## config.mk

```make
export PLATFORM = sky130hd
export DESIGN_NAME = fisr_fmul
export DESIGN_NICKNAME = d
export VERILOG_FILES = /design/src/rtl/fisr_pkg.sv /design/src/rtl/fisr_fmul.sv
export SDC_FILE = /design/constraint.sdc
export NUM_CORES = 2
export LEC_CHECK = 0
export BUFFER_PORTS_ARGS = -buffer_cell sky130_fd_sc_hd__clkbuf_2
export CAP_MARGIN = 10
export CORE_MARGIN = 4
export CORE_UTILIZATION = 40
export CTS_CLUSTER_DIAMETER = 100
export DETAILED_ROUTE_END_ITERATION = 8
export GPL_TIMING_DRIVEN = 0
export PLACE_DENSITY_LB_ADDON = 0.05
export REMOVE_ABC_BUFFERS = 1
export SETUP_SLACK_MARGIN = 0.05
export SYNTH_ARGS = -nofsm -noshare
export SYNTH_HDL_FRONTEND = slang
export SYNTH_SLANG_ARGS = --single-unit
```

## constraint.sdc

```tcl
create_clock -name clock -period 13.4 [get_ports clock]
set_input_delay 4.02 -clock clock [delete_from_list [all_inputs] [get_ports clock]]
set_output_delay 4.02 -clock clock [all_outputs]
set_load 0.02 [all_outputs]
```

## src/rtl/fisr_pkg.sv

```systemverilog
`timescale 1ns / 1ps
// fisr_pkg: types, constants and float helpers for the fast inverse square root pipeline.
// No dependencies.
package fisr_pkg;

   localparam logic [31:0] SEED_MAGIC = 32'h5f3759df;
   localparam logic [31:0] CANON_NAN  = 32'h7FC00000;
   localparam logic [31:0] ONE_HALF   = 32'h3F000000;
   localparam logic [31:0] THREE_HALF = 32'h3FC00000;

   typedef logic [31:0] fp_type;

   // first half of a multiply: unpacked operands and product
   typedef struct packed {
      logic        sign;
      logic        is_nan;
      logic        is_inf;
      logic        is_zero;
      logic signed [10:0] exp;
      logic [47:0] prod;
   } mul_mid_type;

   // round and pack: value = m_in * 2^(e_in-47) nominally; m_in need not be normalized
   function automatic fp_type round_pack(input logic sign, input logic signed [10:0] e_in,
                                         input logic [49:0] m_in);
      logic [5:0]  lz;
      logic signed [11:0] e;
      logic [49:0] m;
      logic [49:0] sh;
      logic [24:0] mant;
      logic        g, st;
      logic [11:0] rs;
      fp_type      r;
      lz = 6'd0;
      for (int i = 49; i >= 0; i--) begin
         if (m_in[i] && lz == 6'd0) lz = 6'(49 - i);
      end
      // value = m_in * 2^(e_in - 47); normalized msb to bit 49
      m = m_in << lz;
      e = 12'(e_in) + 12'sd2 - 12'(signed'({1'b0, lz}));
      // e is the biased exponent for the normalized value with msb at 49
      if (e < 12'sd1) begin
         rs = 12'sd1 - e;
         if (rs > 12'd50) rs = 12'd50;
         sh = m >> rs[5:0];
         st = |(m & ~({50{1'b1}} << rs[5:0]));
         e  = 12'sd0;
         m  = sh;
      end else begin
         st = 1'b0;
      end
      mant = {1'b0, m[49:26]};
      g    = m[25];
      st   = st | (|m[24:0]);
      if (g && (st || mant[0])) mant = mant + 25'd1;
      if (mant[24]) begin
         mant = mant >> 1;
         e = e + 12'sd1;
      end else if (e == 12'sd0 && mant[23]) begin
         e = 12'sd1;
      end
      if (e >= 12'sd255) r = {sign, 8'hFF, 23'd0};
      else r = {sign, e[7:0], mant[22:0]};
      return r;
   endfunction

endpackage

```

## src/rtl/fisr_fmul.sv

```systemverilog
`timescale 1ns / 1ps
// fisr_fmul: two-stage pipelined binary32 multiply, round to nearest even.
// Depends on fisr_pkg.
module fisr_fmul (
   input  logic                 clock,
   input  logic                 reset,
   input  logic                 valid_in,
   input  fisr_pkg::fp_type     a,
   input  fisr_pkg::fp_type     b,
   input  logic [31:0]          side_in,
   output logic                 valid_out,
   output fisr_pkg::fp_type     y,
   output logic [31:0]          side_out
);
   fisr_pkg::mul_mid_type mid_ff, mid_in;
   logic [31:0] side_mid_ff, side_ff;
   logic v_mid_ff, v_ff;
   fisr_pkg::fp_type y_ff, y_in;

   always_comb begin
      logic ae0, be0, an, bn, ai, bi, az, bz;
      ae0 = a[30:23] == 8'd0;
      be0 = b[30:23] == 8'd0;
      an = a[30:23] == 8'hFF && a[22:0] != 23'd0;
      bn = b[30:23] == 8'hFF && b[22:0] != 23'd0;
      ai = a[30:23] == 8'hFF && a[22:0] == 23'd0;
      bi = b[30:23] == 8'hFF && b[22:0] == 23'd0;
      az = a[30:0] == 31'd0;
      bz = b[30:0] == 31'd0;
      mid_in.sign    = a[31] ^ b[31];
      mid_in.is_nan  = an || bn || (ai && bz) || (bi && az);
      mid_in.is_inf  = ai || bi;
      mid_in.is_zero = az || bz;
      mid_in.exp     = 11'(signed'({3'b0, ae0 ? 8'd1 : a[30:23]}))
                     + 11'(signed'({3'b0, be0 ? 8'd1 : b[30:23]})) - 11'sd127;
      mid_in.prod    = {!ae0, a[22:0]} * {!be0, b[22:0]};
   end

   // product bit 46 is the unit position for exp, round_pack expects it at bit 47
   always_comb begin
      if (mid_ff.is_nan) y_in = fisr_pkg::CANON_NAN;
      else if (mid_ff.is_inf) y_in = {mid_ff.sign, 8'hFF, 23'd0};
      else if (mid_ff.is_zero || mid_ff.prod == 48'd0) y_in = {mid_ff.sign, 31'd0};
      else y_in = fisr_pkg::round_pack(mid_ff.sign, mid_ff.exp, {1'b0, mid_ff.prod, 1'b0});
   end

   always_ff @(posedge clock) begin
      mid_ff      <= mid_in;
      side_mid_ff <= side_in;
      y_ff        <= y_in;
      side_ff     <= side_mid_ff;
      if (reset) begin
         v_mid_ff <= 1'b0;
         v_ff     <= 1'b0;
      end else begin
         v_mid_ff <= valid_in;
         v_ff     <= v_mid_ff;
      end
   end

   assign valid_out = v_ff;
   assign y         = y_ff;
   assign side_out  = side_ff;
endmodule

```

# Yosys cells after proc, flatten, opt, wreduce, memory -nomap -nowiden
# Cells that the tools add are included.
dict set report word_totals {
  register_bits 160
  inputBits 99
  wordCells 382
}
dict set report classes {
  add_sub_neg 7
  mul 1
  n_lt_le_gt_ge 3
  n_eq_ne 2
  shifts 3
  muxes 224
  n_bitwise 4
  n_reduce_logical 125
}
# cell n
set ops {}
lappend ops {{$mux W6} 196}
lappend ops {{$logic_not A6 Y1} 47}
lappend ops {{$mux W50} 4}
lappend ops {{$mux W12} 9}
lappend ops {{$mux W25} 4}
lappend ops {{$logic_not A31 Y1} 2}
lappend ops {{$mux W31} 2}
lappend ops {{$logic_and A1 B1 Y1} 55}
lappend ops {{$and A50 B50 Y50} 1}
lappend ops {{$not A50 Y50} 1}
lappend ops {{$reduce_or A50 Y1} 1}
lappend ops {{$shl A49 B6 Y50} 1}
lappend ops {{$shl A50 B6 Y50 const A} 1}
lappend ops {{$shr A50 B6 Y50} 1}
lappend ops {{$logic_not A48 Y1} 1}
lappend ops {{$mul A24 B24 Y48} 1}
lappend ops {{$logic_not A23 Y1} 2}
lappend ops {{$mux W23} 2}
lappend ops {{$reduce_bool A23 Y1} 2}
lappend ops {{$add A24 B1 Y25 const B} 1}
lappend ops {{$reduce_or A25 Y1} 1}
lappend ops {{$eq A8 B8 Y1 const B} 2}
lappend ops {{$logic_not A8 Y1} 2}
lappend ops {{$mux W8} 2}
lappend ops {{other kinds (17)} 28}

# Depth between registers and ports, before layout
dict set report logic_depth {
  depth_word 320
  ltp_mapped 61
  ltp_nobuf 50
}

# Worst setup path before layout
# Ideal clock, no wire load.
dict set report synth_timing {
  path_type {in2reg}
  startpoint {in b[0]}
  endpoint {reg mid_ff[46] in the netlist's numbering}
  arrival_ns 12.282
  required_ns 13.328
  slack_ns 1.046
  cell_stages 47
  path_cell_list {clkbuf_1 > and2_1 > fa_1 > inv_1 > fa_1 > inv_1 > fa_1 > ha_1 > fa_1 > inv_1 > fa_1 > fa_1 > inv_1 > ha_1 > inv_1 > o21bai_1 > a21oi_1 > o21bai_1 > [... 11 more ...] > o21bai_1 > a21oi_1 > o21bai_1 > a21oi_1 > o21bai_1 > a21oi_1 > o21bai_1 > a21oi_1 > o211ai_1 > nand2_1 > o211ai_1 > a31o_2 > a21oi_1 > nor2b_1 > o21ai_0 > nand2b_1 > a21oi_1 > xnor2_1}
}
# item line
set synth_lines {}
lappend synth_lines {{start: declaration} fisr_fmul.sv:9} ;# input fisr_pkg::fp_type b,
lappend synth_lines {{end signal: assignment} fisr_fmul.sv:48} ;# mid_ff <= mid_in;
lappend synth_lines {{end: declaration} fisr_fmul.sv:15} ;# fisr_pkg::mul_mid_type mid_ff, mid_in;

# Final worst setup path
dict set report layout_timing {
  startpoint {reg mid_ff[43] in the netlist's numbering}
  endpoint {reg y_ff[4] (netlist: y[4])}
}
dict set report layout_via {
  elab_chain_cells 294
  word_cells_on_any_way 312
  classes_between {add/sub (4); order compare (3); shift (3); mux (203); bitwise (3); reduce/logical (96)}
}
# item line
set layout_rtl {}
lappend layout_rtl {{branches (longest 294 deep; another with $mux W6)} -}
lappend layout_rtl {{end signal: assignment} fisr_fmul.sv:50} ;# y_ff <= y_in;
lappend layout_rtl {{end: declaration} fisr_fmul.sv:18} ;# fisr_pkg::fp_type y_ff, y_in;
# Parallel ways; which one is timed is not known. The select of a mux whose other input is x is not followed.
# A chain may end at the register's enable or synchronous reset.

==> results.sh <==
export IMPL_clk_latency_ns=0.46
export IMPL_dp_hpwl_mm=97.5
export IMPL_grt_max_degree=51
export IMPL_outcome="finished clean"
export IMPL_cts_buffers_inserted=17
export IMPL_overflow=0
export IMPL_synth_xor_area_share_pct=2.53
export IMPL_async_reset_ff_share_pct=0
export IMPL_clock_root_buffer="clkbuf_16"
export IMPL_slew_headroom_pct=5.70
export IMPL_placed_cells=5303
export IMPL_grt_pass1_wl_mm=203
export IMPL_crit_type="flip-flop to flip-flop"
export IMPL_yosysTopAreaCell="fa_1"
export IMPL_synth_compound_area_share_pct=18.6
export IMPL_routed_wl_mm=133
export IMPL_die_w_um=302
export IMPL_syn_avg_cell_area_um2=8.18
export IMPL_clock_sinks=160
export IMPL_mostFrequentLayoutCell="nand2_1"
export IMPL_yosys_mux_area_fraction_pct=3.52
export IMPL_cts_hold_buf=0
export IMPL_synth_top_cell_area_share_pct=28.0
export IMPL_cp_common_cell="buf_4"
export IMPL_synth_cell_area_mm2=0.0346
export IMPL_core_mm2=0.0854
export IMPL_yosys_warnings=0
export IMPL_routabilityCongestion=0.974
export IMPL_clock_path_buffers=2
export IMPL_place_area_mm2=0.0360
export IMPL_drive_above_1_share_pct=16.7
export IMPL_drt_initial_drc_count=2938
export IMPL_ys_seq_area_share_pct=9.27
export IMPL_initial_utilization_pct=40.5
export IMPL_htreeDepth=4
export IMPL_min_path_type="flip-flop to flip-flop"
export IMPL_grt_usage_pct=28.7
export IMPL_fin_area_mm2=0.0397
export IMPL_via_per_inst=5.96
export IMPL_start_kind="flip-flop"
export IMPL_cts_tree="yes"
export IMPL_drv_cap=0
export IMPL_die_h_um=302
export IMPL_fin_crit_ns=13.13
export IMPL_synth_edf_count=0
export IMPL_cts_clk_slew_worst_paths_ns=0.08
export IMPL_synth_top_family_by_area="adder cells"
export IMPL_r2r_start="mid_ff[43]$_DFF_P_"
export IMPL_dr_pass1_iters=7
export IMPL_min_from="side_mid_ff[29]$_DFF_P_"
export IMPL_place_ws_ns=-6.42
export IMPL_row_count=107
export IMPL_setup_viol=0
export IMPL_fmax_mhz=76.1
export IMPL_antenna_found_initial=2
export IMPL_grt_pass1_vias=33000
export IMPL_cp_slowest_cell="or4b_4"
export IMPL_timing_final_ws_setup_ns=0.268
export IMPL_required_ns=13.73
export IMPL_worstSetupStartpoint="mid_ff[43]$_DFF_P_"
export IMPL_worstMarginPinSlew_ns=1.41
export IMPL_clock_skew_ns=0.0173
export IMPL_synth_area_leaders="fa_1, dfxtp_1, ha_1, nand2_1, inv_1"
export IMPL_drv_slew=0
export IMPL_dominantRegCellSynth="dfxtp_1"
export IMPL_synth_cells=4223
export IMPL_final_util_pct=46.5
export IMPL_yosysUniqueCellTypes=143
export IMPL_vias=32800
export IMPL_timing_final_hold_violations=0
export IMPL_io_pin_count=164
export IMPL_portBuffers=163
export IMPL_nNetsFinal=5123
export IMPL_die_area_mm2=0.0911
export IMPL_cpPeakStageDelay_ns=0.64
export IMPL_drc=0
export IMPL_area_growth_pct=15.0
export IMPL_fin_cells=5499
export IMPL_worstPathMaxFanout=50
export IMPL_synth_simple_area_share_pct=21.5
export IMPL_synth_adder_area_share_pct=35.3
export IMPL_critPathCaptureType="flip-flop"
export IMPL_post_drt_wl_per_cell_um=24.2
export IMPL_final_antenna_net_count=0
export IMPL_timing_final_crit_share_pct=98.0
export IMPL_final_cell_mix="nand2_1, inv_1, fa_1, and2_1, nor2_1"
export IMPL_ys_seq_elements=160
export IMPL_arrival_ns=13.46
## synthesized netlist by cell type (66+ instances only)
| library cell | count |
|---|---|
| and2_1 | 227 |
| clkbuf_1 | 159 |
| nand3_1 | 79 |
| o21ai_0 | 123 |
| ha_1 | 200 |
| nand2_1 | 593 |
| dfxtp_1 | 160 |
| fa_1 | 484 |
| nor3_1 | 70 |
| o211ai_1 | 66 |
| mux2i_1 | 69 |
| inv_1 | 544 |
| xnor2_1 | 68 |
| a21oi_1 | 182 |
| nor2_1 | 231 |
## sequential cells by signal (all words and copies together) (netlist names)
signal and flops:
side_mid_ff 32, valid_out 1, v_mid_ff 1, side_out 32, mid_ff 62, y 32
## logic make-up (layout without fill, tap and decap cells)
family / Yosys count / in the layout
simple gates: 1486 / 1489
compound gates: 897 / 900
buf+inv: 791 / 915
fa+ha+maj: 684 / 684
flops: 160 / 160
mux: 105 / 105
xor+xnor: 100 / 100
other cells: 0 / 2
## through the flow
step           hold WS (ns)  TNS (ns)
4_1_cts               0.326         0
3_5_place_dp          0.312   -194.00
2_1_floorplan         0.310    -61.90
3_3_place_gp          0.310   -302.63
5_1_grt               0.330     -1.16
6_report              0.323         0
## layer usage
layer / global-route usage, % / up-vias / wire, µm
li1: - / 14600 / -
met1: 36.7 / 16200 / 54400
met2: 47.9 / 1545 / 61700
met3: 4.28 / 485 / 9020
met4: 13.2 / 0 / 7960
met5: 0 / - / 0
## critical path, delay by kind of cell (launching register included)
family | cells | cell delay (ns)
AO/OA/AOI/OAI | 20 | 5.12
AND/OR/NAND/NOR | 16 | 4.40
buffers and inverters | 9 | 1.61
adder cells (fa/ha/maj) | 2 | 0.87
flip-flops | 1 | 0.41
multiplexers | 1 | 0.33
XOR/XNOR | 1 | 0.17
## worst paths after layout
path                          endpoint  slack (ns)  cells after the start
setup / recovery       y[4]$_SDFF_PP0_        0.27                     49
hold / removal    side_out[29]$_DFF_P_        0.32                      0
setup reg to reg       y[4]$_SDFF_PP0_        0.27                     49
hold reg to reg   side_out[29]$_DFF_P_        0.32                      0
## area by class of cell
type / instances / area (µm²)
inverters: 547 / 2110
multi-input cells: 3278 / 29800
well taps: 1144 / 1430
flip-flops and latches: 160 / 3230
clock buffers: 17 / 425
fillers: 8592 / 45700
diodes: 2 / 5.00
clock inverters: 15 / 201
repair buffers: 336 / 2540
## what timing repair did
item | CTS | global route
cloned | 6 | 2
resized for setup | 168 | 195
setup endpoints to repair | 32 | 36
setup buffers | 69 | 84
pin swaps | 47 | 79
Power is not shown: default switching activity piles up to over one toggle a cycle in this logic, so the estimate is an artifact.
